===== src/design/itaf_pkg.sv =====
// Shared types, codes, constants and the digit-to-character function of the formatter.
`timescale 1ns / 1ps

package itaf_pkg;

  // Conversion codes as they arrive on the input channel.
  localparam logic [1:0] CMD_DEC = 2'd0;
  localparam logic [1:0] CMD_HEX = 2'd1;
  localparam logic [1:0] CMD_OCT = 2'd2;

  localparam int WIDTH_W      = 6;   // field width and character position counters
  localparam int NUM_DIGITS   = 12;  // digit buffer entries
  localparam int DIG_IDX_W    = 4;   // index into the digit buffer
  localparam int DEC_DIGITS   = 10;  // BCD digits for a 32-bit magnitude
  localparam int DABBLE_STEPS = 4;   // shift-and-add-3 steps per clock
  localparam int STEP_W       = 3;   // width of the decimal conversion step counter

  localparam logic [STEP_W-1:0]    STEP_LAST = 3'd7;
  localparam logic [DIG_IDX_W-1:0] DIG_TOP   = 4'd11;

  localparam logic [6:0] CHAR_SPACE = 7'h20;
  localparam logic [6:0] CHAR_MINUS = 7'h2D;
  localparam logic [6:0] CHAR_ZERO  = 7'h30;

  typedef enum logic [1:0] {
    FMT_DEC,
    FMT_HEX,
    FMT_OCT
  } fmt_t;

  typedef enum logic [1:0] {
    ST_IDLE,
    ST_CONV,
    ST_COUNT,
    ST_EMIT
  } back_state_t;

  typedef struct packed {
    logic [1:0]  cmd;
    logic [31:0] value;
    logic [5:0]  field_width;
    logic        left_adjust;
    logic        zero_pad;
  } in_item_t;

  typedef struct packed {
    logic [6:0] char_code;
    logic       last;
  } out_item_t;

  // One classified item waiting for the back end.
  typedef struct packed {
    fmt_t               fmt;
    logic               neg;
    logic [31:0]        mag;
    logic [WIDTH_W-1:0] width;
    logic               left_adjust;
    logic               zero_pad;
  } job_t;

  typedef struct packed {
    logic push;
    logic pop;
  } q_ctl_t;

  typedef struct packed {
    logic full;
    logic empty;
  } q_stat_t;

  function automatic logic [6:0] digit_char(input logic [3:0] d);
    logic [6:0] c;
    if (d < 4'd10) begin
      c = CHAR_ZERO + {3'b000, d};
    end else begin
      c = 7'h37 + {3'b000, d};
    end
    return c;
  endfunction

endpackage


===== src/design/itaf_front.sv =====
// Front end: accepts input beats, decodes the conversion and forms the magnitude.
`timescale 1ns / 1ps

module itaf_front #(
  parameter int MAX_FIELD_WIDTH = 63
) (
  input  logic               in_valid,
  output logic               in_stall,
  input  itaf_pkg::in_item_t in_data,
  input  itaf_pkg::q_stat_t  q_stat,
  output logic               push,
  output itaf_pkg::job_t     job
);

  logic cmd_ok;

  assign in_stall = q_stat.full;
  // An undefined selector is taken and dropped: it produces no characters.
  assign push = in_valid && !q_stat.full && cmd_ok;

  always_comb begin
    cmd_ok          = 1'b1;
    job.fmt         = itaf_pkg::FMT_DEC;
    job.neg         = 1'b0;
    job.mag         = in_data.value;
    job.left_adjust = in_data.left_adjust;
    job.zero_pad    = in_data.zero_pad;
    if (int'(in_data.field_width) > MAX_FIELD_WIDTH) begin
      job.width = itaf_pkg::WIDTH_W'(MAX_FIELD_WIDTH);
    end else begin
      job.width = in_data.field_width;
    end
    case (in_data.cmd)
      itaf_pkg::CMD_DEC: begin
        job.fmt = itaf_pkg::FMT_DEC;
        job.neg = in_data.value[31];
        // The most negative value negates to itself, which is its correct magnitude.
        if (in_data.value[31]) begin
          job.mag = ~in_data.value + 32'd1;
        end
      end
      itaf_pkg::CMD_HEX: begin
        job.fmt = itaf_pkg::FMT_HEX;
      end
      itaf_pkg::CMD_OCT: begin
        job.fmt = itaf_pkg::FMT_OCT;
      end
      default: begin
        cmd_ok = 1'b0;
      end
    endcase
  end

endmodule


===== src/design/itaf_queue.sv =====
// Two-entry queue of classified items between the front and back ends.
`timescale 1ns / 1ps

module itaf_queue (
  input  logic              clk,
  input  logic              rst_n,
  input  itaf_pkg::q_ctl_t  ctl,
  input  itaf_pkg::job_t    wr_job,
  output itaf_pkg::job_t    rd_job,
  output itaf_pkg::q_stat_t stat
);

  itaf_pkg::job_t ent_r [2];
  logic           wr_ptr_r, wr_ptr_nxt;
  logic           rd_ptr_r, rd_ptr_nxt;
  logic [1:0]     count_r, count_nxt;

  assign rd_job     = ent_r[rd_ptr_r];
  assign stat.full  = (count_r == 2'd2);
  assign stat.empty = (count_r == 2'd0);

  always_comb begin
    wr_ptr_nxt = wr_ptr_r;
    rd_ptr_nxt = rd_ptr_r;
    count_nxt  = count_r;
    if (ctl.push) begin
      wr_ptr_nxt = ~wr_ptr_r;
    end
    if (ctl.pop) begin
      rd_ptr_nxt = ~rd_ptr_r;
    end
    if (ctl.push && !ctl.pop) begin
      count_nxt = count_r + 2'd1;
    end else if (!ctl.push && ctl.pop) begin
      count_nxt = count_r - 2'd1;
    end
  end

  always_ff @(posedge clk) begin
    if (!rst_n) begin
      wr_ptr_r <= 1'b0;
      rd_ptr_r <= 1'b0;
      count_r  <= 2'd0;
    end else begin
      wr_ptr_r <= wr_ptr_nxt;
      rd_ptr_r <= rd_ptr_nxt;
      count_r  <= count_nxt;
    end
  end

  always_ff @(posedge clk) begin
    if (ctl.push) begin
      ent_r[wr_ptr_r] <= wr_job;
    end
  end

endmodule


===== src/design/itaf_back.sv =====
// Back end: converts one item to digits, sizes the text and emits one character per beat.
`timescale 1ns / 1ps

module itaf_back (
  input  logic                clk,
  input  logic                rst_n,
  input  itaf_pkg::q_stat_t   q_stat,
  input  itaf_pkg::job_t      rd_job,
  output logic                pop,
  output logic                out_valid,
  input  logic                out_stall,
  output itaf_pkg::out_item_t out_data
);

  localparam int DW = itaf_pkg::DIG_IDX_W;
  localparam int WW = itaf_pkg::WIDTH_W;

  itaf_pkg::back_state_t state_r, state_nxt;

  logic           neg_r, neg_nxt;
  logic [WW-1:0]  width_r, width_nxt;
  logic           left_r, left_nxt;
  logic           zpad_r, zpad_nxt;

  logic [itaf_pkg::NUM_DIGITS-1:0][3:0] digs_r, digs_nxt;
  logic [31:0]                          bin_r, bin_nxt;
  logic [itaf_pkg::STEP_W-1:0]          step_r, step_nxt;

  logic [DW-1:0] len_r, len_nxt;
  logic [WW-1:0] extra_r, extra_nxt;
  logic [WW-1:0] total_r, total_nxt;
  logic [WW-1:0] pos_r, pos_nxt;

  logic                out_valid_r, out_valid_nxt;
  itaf_pkg::out_item_t out_data_r, out_data_nxt;

  logic                   out_ready;
  logic [DW-1:0]          ndig;
  logic [DW-1:0]          len_c;
  logic [4*itaf_pkg::DEC_DIGITS+31:0] dab;
  logic                   is_pad;
  logic [WW-1:0]          k;
  logic [DW-1:0]          d;
  logic [6:0]             ch;

  assign out_valid = out_valid_r;
  assign out_data  = out_data_r;
  assign out_ready = !out_valid_r || !out_stall;

  always_comb begin
    state_nxt     = state_r;
    neg_nxt       = neg_r;
    width_nxt     = width_r;
    left_nxt      = left_r;
    zpad_nxt      = zpad_r;
    digs_nxt      = digs_r;
    bin_nxt       = bin_r;
    step_nxt      = step_r;
    len_nxt       = len_r;
    extra_nxt     = extra_r;
    total_nxt     = total_r;
    pos_nxt       = pos_r;
    out_valid_nxt = out_valid_r;
    out_data_nxt  = out_data_r;
    pop           = 1'b0;
    dab           = '0;
    ndig          = 4'd1;
    len_c         = '0;
    is_pad        = 1'b0;
    k             = '0;
    d             = '0;
    ch            = itaf_pkg::CHAR_SPACE;

    if (!out_stall) begin
      out_valid_nxt = 1'b0;
    end

    case (state_r)
      itaf_pkg::ST_IDLE: begin
        if (!q_stat.empty) begin
          pop       = 1'b1;
          neg_nxt   = rd_job.neg;
          width_nxt = rd_job.width;
          left_nxt  = rd_job.left_adjust;
          zpad_nxt  = rd_job.zero_pad;
          bin_nxt   = rd_job.mag;
          step_nxt  = '0;
          digs_nxt  = '0;
          case (rd_job.fmt)
            itaf_pkg::FMT_HEX: begin
              for (int i = 0; i < 8; i++) begin
                digs_nxt[i] = rd_job.mag[4*i +: 4];
              end
              state_nxt = itaf_pkg::ST_COUNT;
            end
            itaf_pkg::FMT_OCT: begin
              for (int i = 0; i < 10; i++) begin
                digs_nxt[i] = {1'b0, rd_job.mag[3*i +: 3]};
              end
              digs_nxt[10] = {2'b00, rd_job.mag[31:30]};
              state_nxt    = itaf_pkg::ST_COUNT;
            end
            default: begin
              state_nxt = itaf_pkg::ST_CONV;
            end
          endcase
        end
      end

      itaf_pkg::ST_CONV: begin
        // Double dabble, four bits per clock: add 3 to each BCD digit of 5 or more, then shift.
        dab = {digs_r[itaf_pkg::DEC_DIGITS-1:0], bin_r};
        for (int j = 0; j < itaf_pkg::DABBLE_STEPS; j++) begin
          for (int i = 0; i < itaf_pkg::DEC_DIGITS; i++) begin
            if (dab[32+4*i +: 4] >= 4'd5) begin
              dab[32+4*i +: 4] = dab[32+4*i +: 4] + 4'd3;
            end
          end
          dab = dab << 1;
        end
        digs_nxt[itaf_pkg::DEC_DIGITS-1:0] = dab[4*itaf_pkg::DEC_DIGITS+31:32];
        bin_nxt  = dab[31:0];
        step_nxt = step_r + 3'd1;
        if (step_r == itaf_pkg::STEP_LAST) begin
          state_nxt = itaf_pkg::ST_COUNT;
        end
      end

      itaf_pkg::ST_COUNT: begin
        // Highest nonzero digit sets the count; zero still shows one digit.
        for (int i = 1; i < itaf_pkg::NUM_DIGITS; i++) begin
          if (digs_r[i] != 4'd0) begin
            ndig = DW'(i + 1);
          end
        end
        len_c   = ndig + {3'b000, neg_r};
        len_nxt = len_c;
        if (width_r > {2'b00, len_c}) begin
          extra_nxt = width_r - {2'b00, len_c};
        end else begin
          extra_nxt = '0;
        end
        total_nxt = {2'b00, len_c} + extra_nxt;
        pos_nxt   = '0;
        state_nxt = itaf_pkg::ST_EMIT;
      end

      itaf_pkg::ST_EMIT: begin
        if (left_r) begin
          is_pad = (pos_r >= {2'b00, len_r});
          k      = pos_r;
        end else begin
          is_pad = (pos_r < extra_r);
          k      = pos_r - extra_r;
        end
        d = len_r - 4'd1 - k[DW-1:0];
        if (is_pad) begin
          ch = zpad_r ? itaf_pkg::CHAR_ZERO : itaf_pkg::CHAR_SPACE;
        end else if (neg_r && (k == '0)) begin
          ch = itaf_pkg::CHAR_MINUS;
        end else if (d > itaf_pkg::DIG_TOP) begin
          ch = itaf_pkg::CHAR_ZERO;
        end else begin
          ch = itaf_pkg::digit_char(digs_r[d]);
        end
        if (out_ready) begin
          out_valid_nxt          = 1'b1;
          out_data_nxt.char_code = ch;
          out_data_nxt.last      = (pos_r == total_r - 6'd1);
          pos_nxt                = pos_r + 6'd1;
          if (pos_r == total_r - 6'd1) begin
            state_nxt = itaf_pkg::ST_IDLE;
          end
        end
      end

      default: begin
        state_nxt = itaf_pkg::ST_IDLE;
      end
    endcase
  end

  always_ff @(posedge clk) begin
    if (!rst_n) begin
      state_r     <= itaf_pkg::ST_IDLE;
      out_valid_r <= 1'b0;
    end else begin
      state_r     <= state_nxt;
      out_valid_r <= out_valid_nxt;
    end
  end

  always_ff @(posedge clk) begin
    neg_r      <= neg_nxt;
    width_r    <= width_nxt;
    left_r     <= left_nxt;
    zpad_r     <= zpad_nxt;
    digs_r     <= digs_nxt;
    bin_r      <= bin_nxt;
    step_r     <= step_nxt;
    len_r      <= len_nxt;
    extra_r    <= extra_nxt;
    total_r    <= total_nxt;
    pos_r      <= pos_nxt;
    out_data_r <= out_data_nxt;
  end

endmodule


===== src/design/integer_to_ascii_formatter_core.sv =====
// Top level of the integer to ASCII formatter: front end, item queue and back end.
`timescale 1ns / 1ps

// Usage: each input beat carries one 32-bit value, a conversion code (signed decimal,
// hexadecimal or octal), a field width and the adjust and pad flags. The block answers
// with one output beat per ASCII character, and marks the final character with last.
// An undefined conversion code is taken and produces no characters at all.
// Flow: the front end classifies the beat and writes it into a two-entry queue, so new
// beats keep coming in while the back end is still busy with an earlier value.
// Sequence: the back end takes one value at a time from the queue; for decimal it first
// runs a double-dabble conversion at four bits per cycle, then it counts the digits and
// emits the characters. The number of characters emitted is the larger of the field
// width and the text length; characters leave at one per cycle while out_stall is low.
// Stalls: while out_stall is high the current beat holds and the back end waits;
// in_stall rises only when both queue entries are taken.
// Reset: a synchronous active-low reset empties the queue, drops any value in progress
// and clears out_valid.

module integer_to_ascii_formatter_core #(
  parameter int MAX_FIELD_WIDTH = 63
) (
  input  logic                clk,
  input  logic                rst_n,
  input  logic                in_valid,
  output logic                in_stall,
  input  itaf_pkg::in_item_t  in_data,
  output logic                out_valid,
  input  logic                out_stall,
  output itaf_pkg::out_item_t out_data
);

  itaf_pkg::q_ctl_t  q_ctl;
  itaf_pkg::q_stat_t q_stat;
  itaf_pkg::job_t    wr_job;
  itaf_pkg::job_t    rd_job;
  logic              q_push;
  logic              q_pop;

  assign q_ctl = '{push: q_push, pop: q_pop};

  // Front end decodes the conversion and saturates the field width.
  itaf_front #(
    .MAX_FIELD_WIDTH(MAX_FIELD_WIDTH)
  ) u_front (
    .in_valid (in_valid),
    .in_stall (in_stall),
    .in_data  (in_data),
    .q_stat   (q_stat),
    .push     (q_push),
    .job      (wr_job)
  );

  // The queue decouples acceptance from character emission.
  itaf_queue u_queue (
    .clk    (clk),
    .rst_n  (rst_n),
    .ctl    (q_ctl),
    .wr_job (wr_job),
    .rd_job (rd_job),
    .stat   (q_stat)
  );

  // Back end converts, sizes the text and streams the characters.
  itaf_back u_back (
    .clk       (clk),
    .rst_n     (rst_n),
    .q_stat    (q_stat),
    .rd_job    (rd_job),
    .pop       (q_pop),
    .out_valid (out_valid),
    .out_stall (out_stall),
    .out_data  (out_data)
  );

endmodule


===== config.mk =====
export PLATFORM = sky130hd
export DESIGN_NAME = integer_to_ascii_formatter_core
export DESIGN_NICKNAME = d
export VERILOG_FILES = /design/src/design/itaf_pkg.sv /design/src/design/itaf_front.sv /design/src/design/itaf_queue.sv /design/src/design/itaf_back.sv /design/src/design/integer_to_ascii_formatter_core.sv
export SDC_FILE = /design/constraint.sdc
export NUM_CORES = 1
export LEC_CHECK = 0
export BUFFER_PORTS_ARGS = -buffer_cell sky130_fd_sc_hd__buf_4
export CAP_MARGIN = 10
export CORE_UTILIZATION = 47
export DETAILED_ROUTE_END_ITERATION = 10
export SLEW_MARGIN = 20
export SYNTH_ARGS = -nofsm -noshare
export SYNTH_HDL_FRONTEND = slang
export SYNTH_SLANG_ARGS = --single-unit

===== constraint.sdc =====
create_clock -name clk -period 6.75 [get_ports clk]
set_input_delay 1.35 -clock clk [delete_from_list [all_inputs] [get_ports clk]]
set_output_delay 1.35 -clock clk [all_outputs]
set_load 0.02 [all_outputs]

======== Word level (Yosys, flattened, before mapping) ========
Memory sizes are Yosys's and may differ from the RTL's. A register that Yosys moved wholly into a read port is not among the register bits.
Index checks and enable logic that the tools add are counted.
storage, ports and cells
  bits in registers ....................... 123
  RAM bits ................................ 86
  bits in read-only memories .............. 0
  latch bits .............................. 0
  output and inout bits ................... 10
  input bits .............................. 46
  memories ................................ 1
memories
  name           words  bits a word  rd ports  clocked after memory_dff  write ports  line              text
  u_queue.ent_r  2      43           1         1                         1            itaf_queue.sv:13  itaf_pkg::job_t ent_r [2];
operators by class
  order comparisons ....................... 46
  shifts and indexed selects .............. 0
  reductions and logical operators ........ 35
  add/sub/neg operators ................... 54
  bitwise logic cells ..................... 4
  equal/unequal tests ..................... 14
  muxes and demuxes ....................... 125
  div/mod/pow operators ................... 0
  multiply operators ...................... 0
operators with widths
  kind                                                                   count
  4-bit two-way mux                                                      69
  4-bit by 3-bit >= comparator with 1-bit output, second input constant  40
  4-bit by 2-bit adder with 4-bit output, second input constant          36
  32-bit case mux with 2 select lines                                    2
  40-bit case mux with 2 select lines                                    1
  32-bit two-way mux                                                     2
  40-bit two-way mux                                                     1
  4-bit nonzero test                                                     10
  3-bit two-way mux                                                      12
  7-bit two-way mux                                                      5
  33-bit two-way mux                                                     1
  32-bit by 1-bit adder with 32-bit output, second input constant        1
  32-bit NOT                                                             1
  6-bit two-way mux                                                      5
  2-bit two-way mux                                                      9
  4-bit binary-select mux with 4-bit select                              1
  6-bit by 4-bit adder with 7-bit output, first input constant           2
  3-bit by 2-bit adder with 3-bit output, second input constant          4
  1-bit two-way mux                                                      12
  6-bit case mux with 2 select lines                                     1
  2-bit equality test, second input constant                             5
  2-bit case mux with 4 select lines                                     1
  2-bit AND reduction                                                    4
  4-bit by 6-bit adder with 6-bit output                                 1
  34 further kinds                                                       52

======== Logic depth before layout (Yosys ltp) ========
  depth in word-level cells ............... 17
  gate-level depth with buffers ........... 27

======== Modules after synthesis ========
Synthesis repeated with hierarchy kept, for this count alone.
unflattened totals
  cell total of the unflattened synthesis .. 1,417
  area total of the unflattened synthesis .. 15,307.2 um2
modules (own cells, without submodules)
  module      cells each  area each (um2)  times used  seq. area each (um2)
  itaf_back   1,146       11,115.7         1           3,543.4
  itaf_queue  156         3,320.7          1           2,682.6
  itaf_front  115         870.8            1           0.0

======== Least setup slack after synthesis ========
Ideal clock, no wire load.
  path type ............................... flip-flop to flip-flop
  start point ............................. register u_back.digs_r[16] in the netlist's numbering
  end point ............................... register u_back.total_r[3] (data pin)
  period minus slack after synthesis ...... 5,209 ps
  buffers on the path ..................... 1
  setup time .............................. 266 ps
  data required time ...................... 6,484 ps
  data arrival time ....................... 4,943 ps
  path slack .............................. 1,541 ps
  cell stages (with the launch flop) ...... 27
  path through ............................ edfxtp_1 -> inv_1 -> ha_1 -> or3b_1 -> o21ai_0 -> a21boi_0 -> o21ai_0 -> nand2_1 -> ha_1 -> ha_1 -> fa_1 -> nand2b_1 -> nand2_1 -> mux2_4 -> a311o_1 -> buf_6 -> a21o_2 -> nand2b_1 -> inv_1 -> ha_1 -> and3b_1 -> nor3_1 -> a21oi_1 -> o41ai_4 -> or2_1 -> o2bb2ai_1 -> xnor2_1
between the ends
  longest elaborated chain between the ends .. 14
  elaborated cells on any way between the ends .. 15
RTL lines
  what                                                                                                                            line                                text
  start, declared                                                                                                                 itaf_back.sv:25                     logic [itaf_pkg::NUM_DIGITS-1:0][3:0] digs_r, digs_nxt;
  start signal, assigned                                                                                                          itaf_back.sv:198                    digs_r <= digs_nxt;
  4-bit nonzero test *                                                                                                            itaf_back.sv:132                    if (digs_r[i] != 4'd0) begin
  3-bit two-way mux * (3 in series)                                                                                               itaf_back.sv:132
  4-bit two-way mux * (4 in series)                                                                                               itaf_back.sv:132
  4-bit two-way mux *                                                                                                             itaf_back.sv:78                     case (state_r)
  4-bit by 1-bit adder with 4-bit output *                                                                                        itaf_back.sv:136                    len_c = ndig + {3'b000, neg_r};
  6-bit by 4-bit subtractor with 6-bit output / 6-bit by 4-bit greater-than comparator with 1-bit output (equally long branches)  itaf_back.sv:139, itaf_back.sv:138
  6-bit two-way mux                                                                                                               itaf_back.sv:138                    if (width_r > {2'b00, len_c}) begin
  6-bit two-way mux                                                                                                               itaf_back.sv:78
  4-bit by 6-bit adder with 6-bit output *                                                                                        itaf_back.sv:143                    total_nxt = {2'b00, len_c} + extra_nxt;
  end signal, assigned                                                                                                            itaf_back.sv:203                    total_r <= total_nxt;
  end, declared                                                                                                                   itaf_back.sv:31                     logic [WW-1:0] total_r, total_nxt;
Every way passes the cells marked *; elsewhere a longest branch is shown, timed or not. The select of a mux whose other input is x is not followed.
A chain may end at the register's enable or synchronous reset.

======== Worst setup path in the final report ========
  start point ............................. register u_back.digs_r[12] in the netlist's numbering
  end point ............................... register u_back.total_r[3] (data pin)
between the ends
  longest elaborated chain between the ends .. 15
  elaborated cells on any way between the ends .. 16
RTL lines
  what                                                                                                                            line
  4-bit nonzero test *                                                                                                            itaf_back.sv:132
  3-bit two-way mux * (4 in series)                                                                                               itaf_back.sv:132
  4-bit two-way mux * (4 in series)                                                                                               itaf_back.sv:132
  4-bit two-way mux *                                                                                                             itaf_back.sv:78
  4-bit by 1-bit adder with 4-bit output *                                                                                        itaf_back.sv:136
  6-bit by 4-bit subtractor with 6-bit output / 6-bit by 4-bit greater-than comparator with 1-bit output (equally long branches)  itaf_back.sv:139, itaf_back.sv:138
  6-bit two-way mux                                                                                                               itaf_back.sv:138
  6-bit two-way mux                                                                                                               itaf_back.sv:78
  4-bit by 6-bit adder with 6-bit output *                                                                                        itaf_back.sv:143
Marks and branches as above.

==> flow_summary_export.csv <==
group,metric,value,unit
yosys,syn_inst,1418,
die,core_area,31560,sq um
yosys,synth_area,15040,sq um
clock_tree,cts_root_buf,"sky130_fd_sc_hd__clkbuf_16",
timing,finalWorstPathRequiredPeriod,5.883,ns
yosys,postSynthRegisterBits,210,
worst_setup_path,critPathMostFrequentCell,"sky130_fd_sc_hd__ha_1",
drt,num_vias,10600,
clock_tree,insertion_delay,0.54,ns
cells_and_area,syn2layout_area_growth,11.22,%
die,i_o_pins,56,
worst_setup_path,worstSetupPathType,"reg -> reg",
yosys,ys_warn_count,0,
cells_and_area,num_antenna_cells,0,
global_route,grt-busiest-layer,"met2",
timing,slew_at_the_pin_with_the_worst_max_slew_slack,1.069,ns
clock_tree,clk_pin_slew,0.06,ns
die,placement_rows,65,
clock_tree,clock-sinks,210,
die,die-area,32720,sq um
worst_setup_path,worstPathMaxFanout,10,
drt,detailedRoute.firstPassIterationCount,5,
global_route,groute.layer.met2.usage,31.41,%
min_path,hold_depth,2,
timing,timing_hold_violations_final,0,
min_path,worst_hold_path_type,"reg -> reg",
die,dieWidth,180.9,microns
timing,final.setup_skew,0.03286,ns
global_route,maximum_number_of_pins_on_one_net_before_global_route_repair,76,
clock_tree,cts-htree-levels,1,
cells_and_area,seqCellArea,6227,sq um
clock_tree,clock_tree_from_tritoncts,"yes",
clock_tree,cts.repair.resized,0,
status,status,"finished, final reports clean",
yosys,syn_avg_cell_area,10.61,sq um
timing,timing.setup.tns,0,ns
placement,finalWeightedCongestion,0.8521,
job,timing.max_cap.violations,0,
global_route,first_pass_grt_wire_length,52.63,mm
global_route,grt_pass1_vias,10170,
global_route,grt.met1_usage,29.62,%
yosys,ys_async_sr_fraction,0,%
drt,drt-total-wl,32.79,mm
timing,max_slew_margin,28.46,%
cells_and_area,number_of_filler_instances_in_the_final_layout,2843,
cells_and_area,share_of_final_layout_standard_cells_stronger_than_drive_strength_1,14.78,%
timing,finalMaxSlewViolations,0,
cells_and_area,multi_input_area,8237,sq um
timing,finalSetupViolations,0,
cells_and_area,final_nets,1640,
worst_setup_path,crit_slowest_cell,"sky130_fd_sc_hd__a311o_1",
timing,layout_setup_ws,0.8668,ns
timing,fmax,0.1700,GHz
yosys,synth_seq_area_share,41.39,%
yosys,post_synth_net_total,1585,
global_route,grt_antenna_before_repair,0,
yosys,ys.flop_type,"sky130_fd_sc_hd__edfxtp_1",
yosys,synth_enable_flop_cells,202,
cells_and_area,design_area,16730,sq um
drt,detailedRoute.firstIterationViolations,570,
drt,wire_per_inst,17.35,microns
clock_tree,cts_inserted_buffers,24,
clock_tree,max-clock-path-buffers,3,
drt,detail_route.vias_per_cell,5.610,
worst_setup_path,max_stage_delay,0.54,ns
drt,drc,0,
die,initial_core_util,47.67,%
timing,min_period_over_period,87.16,%
worst_setup_path,worst_setup_path_end_kind,"flip-flop",
placement,place_ws,0.8398,ns
timing,hold_ws,0.5299,ns
clock_tree,cts.repair_timing.setup_buffer_count,0,
clock_tree,hold_buffers,0,
yosys,post_synth_num_cell_types,82,
die,floorplan.die.height,180.9,microns
drt,postRouteAntennaNets,0,
worst_setup_path,crit_required,7.02,ns
placement,detailed_place.area,15890,sq um
global_route,global_route.overflow_total,0,
worst_setup_path,timing.critical_path.arrival,6.16,ns
placement,hpwl,24.43,mm
placement,buffer_ports.inserted,55,
global_route,grt_usage,20.00,%
global_route,grt_met3_use,2.096,%
worst_setup_path,critical_path.startpoint_type,"flip-flop",
timing,grt_setup_unrepaired,"false",
worst_setup_path,worstRegToRegCells,26,
registers in the layout, indices dropped and copies added, names as in the netlist, 2 cells and up, named ones only:
name / flops
u_back.bin_r: 32
u_back.digs_r: 42
u_back.extra_r: 6
u_back.len_r: 4
u_back.out_data: 8
u_back.pos_r: 6
u_back.state_r: 2
u_back.step_r: 3
u_back.total_r: 6
u_back.width_r: 6
u_queue.count_r: 2
u_queue.ent_r: 86
per-stage QoR:
stage	utilization, %	std cells
floorplan	-	1418
global placement	50.36	1848
detailed placement	50.36	1848
CTS	52.93	1889
global route	53.02	1890
finish	53.02	1890
cells by family after synthesis:
group / count (synthesis) / synth area share (%)
fa+ha+maj: 122 / 10.34
xor+xnor: 97 / 5.698
flops: 210 / 41.39
compound gates: 301 / 13.40
buf+inv: 156 / 3.959
simple gates: 372 / 13.12
mux: 160 / 12.09
final timing paths:
kind / startpoint / endpoint / slack (ns)
max: u_back.digs_r[12] / u_back.total_r[3] / 0.87
min: u_queue.count_r[1] / u_queue.count_r[1] / 0.53
max reg2reg: u_back.digs_r[12] / u_back.total_r[3] / 0.87
min reg2reg: u_queue.count_r[1] / u_queue.count_r[1] / 0.53
cell usage after synthesis (all sizes together) (5+ instances only):
master	instances	area, sq um
a211oi	7	57.55
o21a	13	97.59
o221ai	5	43.79
mux4	8	183.9
o21ai	52	260.3
nor3b	27	217.7
a211o	9	78.83
and3	6	37.54
xnor2	64	568.1
a21oi	93	476.7
o211ai	7	52.55
a21boi	15	112.6
buf	10	47.55
o22ai	12	75.07
nor3	12	60.06
xor2	33	289.0
o311ai	5	43.80
nor2	89	339.1
mux2i	64	640.6
nand2b	42	262.8
a21o	10	78.83
nor4	9	71.32
a22oi	14	105.1
or2	6	37.53
mux2	88	994.7
nand3	28	140.1
ha	117	1464
clkbuf	24	90.09
inv	122	457.9
and2	23	143.9
a22o	10	87.58
nand2	76	285.3
nor2b	29	181.4
and3b	6	52.55
dfxtp	8	160.2
nand4	6	37.54
a31oi	12	75.07
edfxtp	202	6066
area by class of cell:
class	count	area share (%)
clock buffer	27	3.657
clock inverter	14	1.197
inverter	122	2.737
multi-input combinational	1052	49.23
sequential	210	37.22
tap	402	3.007
timing repair buffer	63	2.947
layout by cell type, fill, tap and decap left out, drive strengths merged, types with 10 or more instances in the layout:
master  instances
buf            63
nor3           12
a21o           10
mux2i          64
nor2           89
a21oi          93
nor3b          27
a21boi         15
o22ai          12
a22oi          14
mux2           88
o21a           13
nand3          28
a31oi          12
xor2           33
ha            117
edfxtp        202
nand2          76
nor2b          29
inv           122
clkbuf         27
a22o           10
xnor2          64
o21ai          52
and2           23
nand2b         42
critical path: cells and delay by family, from the launching register on:
family | cells | cell delay, ns
AO/OA/AOI/OAI | 9 | 2.03
XOR/XNOR | 1 | 0.13
adder cells (fa/ha/maj) | 5 | 1.15
buffers and inverters | 2 | 0.19
flip-flops | 1 | 0.46
multiplexers | 1 | 0.26
AND/OR/NAND/NOR | 8 | 1.43
routing by layer:
metal  vias up  wire length (microns)  part of all wire (%)
met5         -                      0                     0
met4         0                    580                   1.8
met1      5027                  16340                    50
li1       5288                      -                     -
met2       246                  14530                    44
met3        42                   1341                   4.1
Power is not shown: default switching activity piles up to over one toggle a cycle in this logic, so the estimate is an artifact.
